**config.mk**
```make
export PLATFORM = sky130hd
export DESIGN_NAME = svpwm_sector_dwell
export DESIGN_NICKNAME = d
export VERILOG_FILES = /design/src/hw/rtl/svsd_pkg.sv /design/src/hw/rtl/svsd_scale.sv /design/src/hw/rtl/svsd_pipe.sv /design/src/hw/rtl/svpwm_sector_dwell.sv
export VERILOG_INCLUDE_DIRS = /design/src /design/src/hw/rtl
export SDC_FILE = /design/constraint.sdc
export NUM_CORES = 2
export LEC_CHECK = 0
export BUFFER_PORTS_ARGS = -buffer_cell sky130_fd_sc_hd__buf_2
export CELL_PAD_IN_SITES_DETAIL_PLACEMENT = 0
export CELL_PAD_IN_SITES_GLOBAL_PLACEMENT = 1
export CORE_MARGIN = 2
export CORE_UTILIZATION = 25
export CTS_BUF_LIST = sky130_fd_sc_hd__clkbuf_8
export CTS_CLUSTER_SIZE = 40
export DETAILED_ROUTE_END_ITERATION = 7
export PLACE_DENSITY_LB_ADDON = 0.1
export REMOVE_ABC_BUFFERS = 1
export SLEW_MARGIN = 40
export SYNTH_ARGS = -nofsm -noshare
export SYNTH_HDL_FRONTEND = slang
export SYNTH_SLANG_ARGS = --single-unit
```
**constraint.sdc**
```tcl
create_clock -name clk_i -period 15.5 [get_ports clk_i]
set_input_delay 4.65 -clock clk_i [delete_from_list [all_inputs] [get_ports clk_i]]
set_output_delay 4.65 -clock clk_i [all_outputs]
set_load 0.02 [all_outputs]
```
**src/hw/rtl/assert_macros.svh**
```systemverilog
// Assertion macros for the RTL top level; all use clk_i and an active-low rst_ni.
`ifndef ASSERT_MACROS_SVH
`define ASSERT_MACROS_SVH

// Property that must hold at every clock edge outside reset.
`define ASSERT_ALWAYS(label, prop, msg) \
  label: assert property (@(posedge clk_i) disable iff (!rst_ni) (prop)) else $error(msg);

// Implication checked in the same cycle.
`define ASSERT_SAME(label, ante, cons, msg) \
  label: assert property (@(posedge clk_i) disable iff (!rst_ni) (ante) |-> (cons)) \
    else $error(msg);

// Implication checked in the next cycle.
`define ASSERT_NEXT(label, ante, cons, msg) \
  label: assert property (@(posedge clk_i) disable iff (!rst_ni) (ante) |=> (cons)) \
    else $error(msg);

`endif

```
**src/hw/rtl/svsd_pkg.sv**
```systemverilog
// Types and constants shared by the SVPWM sector and dwell pipeline.
package svsd_pkg;

  localparam int GAIN_BITS  = 16;
  localparam int GAIN_SHIFT = 30;
  localparam logic [GAIN_BITS-1:0] GAIN_RESET = 16'd1000;

  // Q14 weights: 1.5 and sqrt3/2; sqrt3 is taken as twice W_R.
  localparam logic signed [16:0] W_H = 17'sd24576;
  localparam logic signed [16:0] W_R = 17'sd14189;

  localparam logic [2:0] SECTOR_0 = 3'd0;
  localparam logic [2:0] SECTOR_1 = 3'd1;
  localparam logic [2:0] SECTOR_2 = 3'd2;
  localparam logic [2:0] SECTOR_3 = 3'd3;
  localparam logic [2:0] SECTOR_4 = 3'd4;
  localparam logic [2:0] SECTOR_5 = 3'd5;

  // Switch states, bit 2 phase a, bit 1 phase b, bit 0 phase c.
  localparam logic [2:0] V_100 = 3'b100;
  localparam logic [2:0] V_110 = 3'b110;
  localparam logic [2:0] V_010 = 3'b010;
  localparam logic [2:0] V_011 = 3'b011;
  localparam logic [2:0] V_001 = 3'b001;
  localparam logic [2:0] V_101 = 3'b101;

  typedef struct packed {
    logic mul_ld;
    logic out_ld;
  } stage_en_t;

  function automatic logic [2:0] first_vec(input logic [2:0] sector);
    logic [2:0] v;
    unique case (sector)
      SECTOR_0: v = V_100;
      SECTOR_1: v = V_110;
      SECTOR_2: v = V_010;
      SECTOR_3: v = V_011;
      SECTOR_4: v = V_001;
      SECTOR_5: v = V_101;
      default:  v = V_100;
    endcase
    return v;
  endfunction

  function automatic logic [2:0] second_vec(input logic [2:0] sector);
    logic [2:0] v;
    unique case (sector)
      SECTOR_0: v = V_110;
      SECTOR_1: v = V_010;
      SECTOR_2: v = V_011;
      SECTOR_3: v = V_001;
      SECTOR_4: v = V_101;
      SECTOR_5: v = V_100;
      default:  v = V_110;
    endcase
    return v;
  endfunction

endpackage

```
**src/hw/rtl/svsd_scale.sv**
```systemverilog
// Gain multiply, shift and saturation of one weighted sum into a dwell count.
module svsd_scale #(
  parameter int SUM_BITS  = 31,
  parameter int TIME_BITS = 16
) (
  input  logic                            clk_i,
  input  svsd_pkg::stage_en_t             ctrl_i,
  input  logic [svsd_pkg::GAIN_BITS-1:0]  gain_i,
  input  logic [SUM_BITS-1:0]             sum_i,
  output logic [TIME_BITS-1:0]            dwell_o
);

  localparam int GB   = svsd_pkg::GAIN_BITS;
  localparam int LW   = (SUM_BITS + 1) / 2;
  localparam int HW   = SUM_BITS - LW;
  localparam int PWID = GB + SUM_BITS;
  localparam int RW   = PWID - svsd_pkg::GAIN_SHIFT;
  localparam int CW   = (RW > TIME_BITS) ? RW : TIME_BITS;

  logic [GB+LW-1:0]    p_lo_q;
  logic [GB+HW-1:0]    p_hi_q;
  logic [PWID-1:0]     prod;
  logic [RW-1:0]       t_raw;
  logic [CW-1:0]       t_ext;
  logic [TIME_BITS-1:0] dwell_d, dwell_q;

  // The sum is split in two halves so each product stays a narrow multiplier.
  always_ff @(posedge clk_i) begin
    if (ctrl_i.mul_ld) begin
      p_lo_q <= (GB+LW)'(gain_i) * (GB+LW)'(sum_i[LW-1:0]);
      p_hi_q <= (GB+HW)'(gain_i) * (GB+HW)'(sum_i[SUM_BITS-1:LW]);
    end
  end

  assign prod  = {p_hi_q, {LW{1'b0}}} + PWID'(p_lo_q);
  assign t_raw = prod[PWID-1:svsd_pkg::GAIN_SHIFT];
  assign t_ext = CW'(t_raw);

  always_comb begin
    if (t_ext > CW'({TIME_BITS{1'b1}})) begin
      dwell_d = {TIME_BITS{1'b1}};
    end else begin
      dwell_d = t_ext[TIME_BITS-1:0];
    end
  end

  always_ff @(posedge clk_i) begin
    if (ctrl_i.out_ld) begin
      dwell_q <= dwell_d;
    end
  end

  assign dwell_o = dwell_q;

endmodule

```
**src/hw/rtl/svsd_pipe.sv**
```systemverilog
// Sector search and sector-weighted sums, stages one to three of the pipeline.
module svsd_pipe #(
  parameter int VOLTAGE_BITS = 16
) (
  input  logic                      clk_i,
  input  logic [2:0]                ld_i,
  input  logic [VOLTAGE_BITS-1:0]   alpha_i,
  input  logic [VOLTAGE_BITS-1:0]   beta_i,
  output logic [2:0]                sector_o,
  output logic [VOLTAGE_BITS+14:0]  sum1_o,
  output logic [VOLTAGE_BITS+14:0]  sum2_o
);

  localparam int VB = VOLTAGE_BITS;
  localparam int PW = VB + 16;
  localparam int SW = VB + 17;
  localparam int UW = VB + 15;

  logic [VB-1:0]          a_mag, b_mag;
  logic signed [VB-1:0]   a1_q, b1_q;
  logic [2*VB-1:0]        a2_q, b2_q;
  logic [2*VB+1:0]        a3, b2e;
  logic                   a_neg, a_pos, b_neg, b_pos, lt, le;
  logic [2:0]             sect2_d, sect2_q, sect3_q;
  logic signed [PW-1:0]   ha2_q, rb2_q;
  logic signed [SW-1:0]   ha, rb, qb, t1, t2;
  logic [UW-1:0]          s1_d, s2_d, s1_q, s2_q;

  // Stage 1: magnitudes squared for the exact boundary compare.
  assign a_mag = alpha_i[VB-1] ? (~alpha_i + VB'(1)) : alpha_i;
  assign b_mag = beta_i[VB-1]  ? (~beta_i + VB'(1))  : beta_i;

  always_ff @(posedge clk_i) begin
    if (ld_i[0]) begin
      a1_q <= alpha_i;
      b1_q <= beta_i;
      a2_q <= (2*VB)'(a_mag) * (2*VB)'(a_mag);
      b2_q <= (2*VB)'(b_mag) * (2*VB)'(b_mag);
    end
  end

  // Stage 2: sector by signs and beta^2 against 3*alpha^2.
  assign a3    = {2'b00, a2_q} + {1'b0, a2_q, 1'b0};
  assign b2e   = {2'b00, b2_q};
  assign lt    = b2e < a3;
  assign le    = b2e <= a3;
  assign a_neg = a1_q[VB-1];
  assign a_pos = !a1_q[VB-1] && (a1_q != '0);
  assign b_neg = b1_q[VB-1];
  assign b_pos = !b1_q[VB-1] && (b1_q != '0);

  always_comb begin
    if (b_pos) begin
      if (a_pos && lt) begin
        sect2_d = svsd_pkg::SECTOR_0;
      end else if (a_neg && le) begin
        sect2_d = svsd_pkg::SECTOR_2;
      end else begin
        sect2_d = svsd_pkg::SECTOR_1;
      end
    end else if (!b_neg) begin
      // On the alpha axis only the sign of alpha matters.
      sect2_d = a_neg ? svsd_pkg::SECTOR_3 : svsd_pkg::SECTOR_0;
    end else if (a_neg && lt) begin
      sect2_d = svsd_pkg::SECTOR_3;
    end else if (a_pos && le) begin
      sect2_d = svsd_pkg::SECTOR_5;
    end else begin
      sect2_d = svsd_pkg::SECTOR_4;
    end
  end

  always_ff @(posedge clk_i) begin
    if (ld_i[1]) begin
      sect2_q <= sect2_d;
      ha2_q   <= PW'(a1_q) * PW'(svsd_pkg::W_H);
      rb2_q   <= PW'(b1_q) * PW'(svsd_pkg::W_R);
    end
  end

  // Stage 3: pick the weighted sums of the sector and clamp negatives to zero.
  assign ha = SW'(ha2_q);
  assign rb = SW'(rb2_q);
  assign qb = rb <<< 1;

  always_comb begin
    case (sect2_q)
      svsd_pkg::SECTOR_0: begin t1 = ha - rb;  t2 = qb;       end
      svsd_pkg::SECTOR_1: begin t1 = ha + rb;  t2 = rb - ha;  end
      svsd_pkg::SECTOR_2: begin t1 = qb;       t2 = -ha - rb; end
      svsd_pkg::SECTOR_3: begin t1 = rb - ha;  t2 = -qb;      end
      svsd_pkg::SECTOR_4: begin t1 = -ha - rb; t2 = ha - rb;  end
      svsd_pkg::SECTOR_5: begin t1 = -qb;      t2 = ha + rb;  end
      default:            begin t1 = '0;       t2 = '0;       end
    endcase
  end

  assign s1_d = (t1[SW-1] || t1 == '0) ? '0 : t1[UW-1:0];
  assign s2_d = (t2[SW-1] || t2 == '0) ? '0 : t2[UW-1:0];

  always_ff @(posedge clk_i) begin
    if (ld_i[2]) begin
      sect3_q <= sect2_q;
      s1_q    <= s1_d;
      s2_q    <= s2_d;
    end
  end

  assign sector_o = sect3_q;
  assign sum1_o   = s1_q;
  assign sum2_o   = s2_q;

endmodule

```
**src/hw/rtl/svpwm_sector_dwell.sv**
```systemverilog
// Top level of the SVPWM sector and dwell-time pipeline.
//
//   Channel   Handshake                   Payload
//   input     in_valid_i / in_stall_o     alpha_voltage_i, beta_voltage_i
//   output    out_valid_o / out_stall_i   sector_o, first/second_vector_o,
//                                         first/second_dwell_o
//   config    cfg_we_i                    cfg_wdata_i (time gain)
//
// One beat per cycle is taken while in_stall_o is low.
// The five register stages are squares, sector compare, weighted sums,
// split gain products, and recombine with saturation.
// Reset clears the stage valid bits and loads the time gain with 1000.
// A stage moves when the stage after it is empty or moving, so bubbles close up
// and input beats are still taken while a result waits at the output.
module svpwm_sector_dwell #(
  parameter int VOLTAGE_BITS = 16,
  parameter int TIME_BITS    = 16
) (
  input  logic                                 clk_i,
  input  logic                                 rst_ni,
  input  logic                                 cfg_we_i,
  input  logic [svsd_pkg::GAIN_BITS-1:0]       cfg_wdata_i,
  input  logic                                 in_valid_i,
  output logic                                 in_stall_o,
  input  logic signed [VOLTAGE_BITS-1:0]       alpha_voltage_i,
  input  logic signed [VOLTAGE_BITS-1:0]       beta_voltage_i,
  output logic                                 out_valid_o,
  input  logic                                 out_stall_i,
  output logic [2:0]                           sector_o,
  output logic [2:0]                           first_vector_o,
  output logic [2:0]                           second_vector_o,
  output logic [TIME_BITS-1:0]                 first_dwell_o,
  output logic [TIME_BITS-1:0]                 second_dwell_o
);

  `include "assert_macros.svh"

  localparam int UW = VOLTAGE_BITS + 15;

  logic [svsd_pkg::GAIN_BITS-1:0] time_gain_q;
  logic [5:1]                     v_q;
  logic [5:1]                     en;
  logic [2:0]                     sect3, sect4_q, sect5_q;
  logic [UW-1:0]                  sum1, sum2;
  svsd_pkg::stage_en_t            scale_ctrl;

  always_ff @(posedge clk_i or negedge rst_ni) begin
    if (!rst_ni) begin
      time_gain_q <= svsd_pkg::GAIN_RESET;
    end else if (cfg_we_i) begin
      time_gain_q <= cfg_wdata_i;
    end
  end

  assign en[5] = !v_q[5] || !out_stall_i;
  assign en[4] = !v_q[4] || en[5];
  assign en[3] = !v_q[3] || en[4];
  assign en[2] = !v_q[2] || en[3];
  assign en[1] = !v_q[1] || en[2];

  always_ff @(posedge clk_i or negedge rst_ni) begin
    if (!rst_ni) begin
      v_q <= '0;
    end else begin
      if (en[1]) v_q[1] <= in_valid_i;
      if (en[2]) v_q[2] <= v_q[1];
      if (en[3]) v_q[3] <= v_q[2];
      if (en[4]) v_q[4] <= v_q[3];
      if (en[5]) v_q[5] <= v_q[4];
    end
  end

  svsd_pipe #(
    .VOLTAGE_BITS(VOLTAGE_BITS)
  ) u_pipe (
    .clk_i   (clk_i),
    .ld_i    ({en[3] && v_q[2], en[2] && v_q[1], en[1] && in_valid_i}),
    .alpha_i (alpha_voltage_i),
    .beta_i  (beta_voltage_i),
    .sector_o(sect3),
    .sum1_o  (sum1),
    .sum2_o  (sum2)
  );

  assign scale_ctrl.mul_ld = en[4] && v_q[3];
  assign scale_ctrl.out_ld = en[5] && v_q[4];

  always_ff @(posedge clk_i) begin
    if (scale_ctrl.mul_ld) begin
      sect4_q <= sect3;
    end
    if (scale_ctrl.out_ld) begin
      sect5_q <= sect4_q;
    end
  end

  svsd_scale #(
    .SUM_BITS (UW),
    .TIME_BITS(TIME_BITS)
  ) u_scale_first (
    .clk_i  (clk_i),
    .ctrl_i (scale_ctrl),
    .gain_i (time_gain_q),
    .sum_i  (sum1),
    .dwell_o(first_dwell_o)
  );

  svsd_scale #(
    .SUM_BITS (UW),
    .TIME_BITS(TIME_BITS)
  ) u_scale_second (
    .clk_i  (clk_i),
    .ctrl_i (scale_ctrl),
    .gain_i (time_gain_q),
    .sum_i  (sum2),
    .dwell_o(second_dwell_o)
  );

  assign in_stall_o      = !en[1];
  assign out_valid_o     = v_q[5];
  assign sector_o        = sect5_q;
  assign first_vector_o  = svsd_pkg::first_vec(sect5_q);
  assign second_vector_o = svsd_pkg::second_vec(sect5_q);

  // The input only stalls when every stage is full and the output is blocked.
  `ASSERT_SAME(a_stall_full, in_stall_o, (v_q == '1) && out_stall_i, "stall with a free stage")
  `ASSERT_SAME(a_sector_range, out_valid_o, sector_o <= svsd_pkg::SECTOR_5, "sector out of range")
  // A blocked stage must keep its beat.
  `ASSERT_NEXT(a_hold_mid, v_q[3] && !en[3], v_q[3], "beat lost in a blocked stage")
  // A stalled result beat stays on the output unchanged.
  `ASSERT_NEXT(a_out_hold, out_valid_o && out_stall_i, out_valid_o && $stable(sector_o) && $stable(first_dwell_o) && $stable(second_dwell_o), "stalled result changed")

endmodule

```
# Word-level counts from Yosys, hierarchy flattened
# Cells that the tools add are included.
# op_classes
add_sub_neg	11
multipliers	8
order_cmp	4
eq_ne	10
n_mux	13
n_bitwise	2
reduce_logical	32
# op_table
operator	n
$pmux 33 s6	2
$mul 16x16->32	4
$add 47x32->47	2
$logic_not 33->1	2
$neg 32->33	2
$mul 16x15->31	2
$add 32x33->34	1
$gt 17x16->1 const B	2
$le 32x34->1	1
$lt 32x34->1	1
$add 32x31->33	1
$sub 31x32->33	1
$sub 32x31->33	1
$sub 33x31->33	1
$add 16x1->16 const B	2
$mux 16	2
$not 16->16	2
$reduce_bool 16->1	2
$mul 16x15->31 const B	1
$pmux 3 s5	2
$mul 16x3->19 const B	1
$eq 3x2->1 const B	4
$eq 3x3->1 const B	4
$mux 3	4
7 further kinds	33
# totals
reg_bits	399
input_bits	53
output_inout_bits	43
wordCells	104

# Depth between registers and ports, before layout
# depth
word_depth	7
mapped_depth	34
ltp_nobuf	33

# Modules after synthesis
# A second synthesis with hierarchy kept.
# unflattened
cells_unflattened	8370
area_unflattened_um2	76872.5
# by_module_without_submodules
mod	n_inst	cells_per_inst	area_per_inst_um2	seq_area_each_um2
svsd_pipe	1	4292	38555.7	6306.0
svsd_scale at u_scale_second	1	2013	18630.4	1891.8
svsd_scale at u_scale_first	1	1990	18560.3	1891.8
svpwm_sector_dwell	1	75	1126.1	713.2

# Least setup slack after synthesis
# Ideal clock, no wire load.
# synth_timing
kind	input -> register
startpoint	in alpha_voltage_i[0]
endpoint	reg u_pipe.a2_q[30] (data pin)
setup_ns	0.262
arrival_time_ns	12.503
required_ns	15.238
setup_slack_ns	2.735
path_stages	32
n_path_buf	1
path_cell_list	inv_1 clkbuf_1 ha_1 nand2_1 or3_1 or2_2 o21ai_0 xor2_1 clkinv_1 nand2_1 inv_1 fa_1 inv_1 fa_1 inv_1 fa_1 inv_1 fa_1 inv_1 fa_1 fa_1 ha_1 a21o_1 a21o_1 a221oi_1 o21ai_1 a21oi_1 nand2_1 and3_1 a2111oi_2 a21oi_1 xor2_1
# synth_between
elab_chain_cells	4
# synth_rtl
element	line	rtl
start, declared	svpwm_sector_dwell.sv:25	input logic signed [VOLTAGE_BITS-1:0] alpha_voltage_i,
$not 16->16	svsd_pipe.sv:30	assign a_mag = alpha_i[VB-1] ? (~alpha_i + VB'(1)) : alpha_i;
$add 16x1->16	svsd_pipe.sv:30	
$mux 16 (*)	svsd_pipe.sv:30	
$mul 16x16->32 (*)	svsd_pipe.sv:37	a2_q <= (2*VB)'(a_mag) * (2*VB)'(a_mag);
end signal, assigned	svsd_pipe.sv:37	
end, declared	svsd_pipe.sv:21	logic [2*VB-1:0] a2_q, b2_q;
# Every way passes the cells marked *; elsewhere a longest branch is shown, timed or not.
# A chain may end at the register's enable or synchronous reset.

# Final worst setup path
# Same ends and word-level chain as after synthesis.

==> summary.txt <==
Timing
  – Setup Skew: around 49 ps
  – Max frequency: 77.1 MHz
  – Fin. Hold Viols: 0
  – Max Transition Viols Final: 0
  – Final period utilization: between 80% and 90%
  – Final setup viols: 0
  – RSZ-0062 raised after global routing: no
  – Tmin final: around 13000 ps
  – Slew @ Worst Pin: slightly above 900 ps
  – PnR worst setup slack: 2520 ps
  – Relative slew slack: between 30% and 40%
  – Setup TNS: 0 ps
  – Hold Slack: 417 ps

Clock tree
  – TritonCTS clock tree: yes
  – Hold Buf Count CTS: 0
  – CTS buffer count: 82
  – H-tree levels: 3
  – Post_cts resized: 0
  – Post CTS Setup Buffer Count: 0
  – CTS max path bufs: 3
  – Clock Latency Late Sink: 830 ps
  – Clk sinks: 363
  – Root Buffer: clkbuf_8
  – Clock Pin Slew Worst Setup and Hold Paths: about 60 ps

Global route
  – Largest net degree at the start of global routing: 64
  – GRT Overall Usage: between 10% and 20%
  – Vias in the first global route: around 60000
  – Gr ovfl total: 0
  – Initial antenna violation count: 8
  – First-pass GRT wire length: about 380 mm

Run status
  – Outcome: completed

Critical path
  – Top delay family on crit path: adder cells
  – R2r setup slk: around 7000 ps
  – R2R depth: 24
  – Crit Path Class: in -> reg
  – CP endpoint kind: flip-flop
  – Worst setup path end: u_pipe.a2_q[30]
  – Buf/Inv on CP: 9
  – Critical path's largest stage delay: around 540 ps
  – R2R Path End: u_scale_second.p_lo_q[31]
  – Crit start category: primary input
  – CP max FO: 17
  – CP max-delay cell: fa_1
  – WP data required: roughly 16000 ps
  – Crit path DAT: ~14000 ps
  – Crit path from: alpha_voltage_i[0]
  – Worst r2r src: time_gain_q[6]
  – Cell count along the critical path: 33

Logic synthesis
  – Yosys Warn Count: 0
  – Synth area leaders: fa_1, ha_1, edfxtp_1
  – Dominant cell type by area after synthesis: fa_1
  – Top cells by count, synth: inv_1, fa_1, nand2_1, ha_1, and2_1
  – Main synth FF type: edfxtp_1
  – Post-synthesis sequential area ratio: between 10% and 20%
  – Synth cell types: 106
  – Leading cell type by number of instances after synthesis: inv_1
  – Post-synth top area share: around 32%
  – Mapped Cells: about 8000
  – Synth Cell Area: 74400 sq um
  – Synth Register Bits: around 360
  – EDFF count, synth: 342
  – Asr flop ratio synth: about 5.8%
  – Synthesized area per cell: a little over 9 sq um

Floorplanning
  – Initial Util: about a quarter
  – IO Pins: 96
  – DIE HEIGHT: between 500 and 600 microns
  – CORE AREA: 297000 sq um
  – Full die area: 302000 sq um
  – Rows: 200
  – Die Span X: between 500 and 600 microns

Hold path
  – HP Class: reg -> reg

Finish
  – Layout area overhead: 9.57%
  – Nets@finish: between 10000 and 15000
  – Layout cells sized above 1: under 10%

Route
  – Wire per inst: 20.1 microns
  – DRT iter0 DRCs: 2651
  – WL final: approximately 240 mm
  – DR pass1 iterations: 6
  – Remaining DRCs: 0
  – Post-DRT Antenna Nets: 0
  – Via count of the routed design: ~54000
  – Vias/cell: 4.50

Placement
  – GPL Wtd Cong: around 0.83
  – Place WS: around 1600 ps
  – Detailed-placement wirelength estimate: between 150 and 200 mm
  – Port buffer count: between 90 and 100

Job
  – Max-cap violations: 0
-- metal layers --
layer / global-route usage [%] / wire length (microns) / share of wire (%)
met5: 0 / 14 / 0.0058
met4: 2.77 / 3860 / 1.6
met3: 1.74 / 6780 / 2.8
met2: 28.7 / 120000 / 49
met1: 21.7 / 112000 / 46
-- cells by family after synthesis --
logic type / after synthesis / share of synthesized area, %
and+or+nand+nor: 2200 / 13.8
muxes: 32 / 0.461
xor gates and xnor gates: 357 / 4.21
buffers and inverters: 1871 / 9.49
adders and majority gates: 2143 / 48.1
other: 2 / 0.0101
DFF: 363 / 14.5
AOI/OAI and AO/OA: 1047 / 9.37
-- area by class of cell --
class / count / area [sq um]
Fill cell: 31800 / 215000
Multi-Input combinational cell: 5802 / 56700
Clock buffer: 85 / 1170
Inverter: 1586 / 5950
Timing Repair Buffer: 214 / 1490
Antenna cell: 11 / 27.5
Tap cell: 3939 / 4930
Clock inverter: 61 / 415
Sequential cell: 363 / 10800
-- worst min path at each step --
stage | from | to | slack (ps) | cells past startpoint
floorplan | u_pipe.sector_o[0] | sect4_q[0] | 400 | 0
global placement | sect4_q[1] | sector_o[1] | 400 | 0
detailed placement | sect4_q[1] | sector_o[1] | 410 | 0
CTS | sect4_q[1] | sector_o[1] | 420 | 0
global route | u_pipe.sector_o[2] | sect4_q[2] | 430 | 0
finish | sect4_q[1] | sector_o[1] | 420 | 0
-- per-stage QoR --
step | area, sq um | utilization, % | cells
2_1_floorplan | 73400 | - | 7751
3_3_place_gp | 79600 | 26.8 | 11900
3_5_place_dp | 79900 | 26.9 | 11900
4_1_cts | 81400 | 27.5 | 12000
5_1_grt | 81500 | 27.5 | 12100
6_report | 81500 | 27.5 | 12100
-- worst register-to-register path: stages (launching register included) --
cell	delay [ps]
dfstp_2	880
buf_4	510
buf_4	580
nand2_1	160
fa_1	570
inv_1	60
fa_1	480
inv_1	50
fa_1	480
fa_1	540
inv_1	50
fa_1	470
inv_1	50
fa_1	480
inv_1	50
ha_1	280
a211o_1	250
o211ai_1	150
a311oi_1	260
o31ai_1	580
a21oi_1	230
o41ai_2	610
o2111ai_1	260
a21oi_1	210
xnor2_1	230
-- cell usage in the layout, fill, tap and decap left out, types with 95 or more instances in the layout --
cell type and instances:
fa_1 1197, a21o_1 101, edfxtp_1 342, inv_1 1591, nor2_1 390, xnor2_1 254
ha_1 946, a21oi_1 303, and2_1 417, o21ai_0 191, buf_4 95, nand2_1 947
xor2_1 99
-- flip-flops by register name (all words and copies together), names as in the netlist, 16 cells and up --
signal and flops:
u_scale_second.p_lo_q 16, u_scale_first.dwell_o 16, u_pipe.sum1_o 31, u_scale_first.p_lo_q 16, u_pipe.rb2_q 31, time_gain_q 16, u_pipe.a2_q 31, u_scale_second.p_hi_q 31
u_pipe.b2_q 31, u_pipe.ha2_q 19, u_scale_second.dwell_o 16, u_scale_first.p_hi_q 31, u_pipe.sum2_o 31
Power is not shown: default switching activity piles up to over one toggle a cycle in this logic, so the estimate is an artifact.
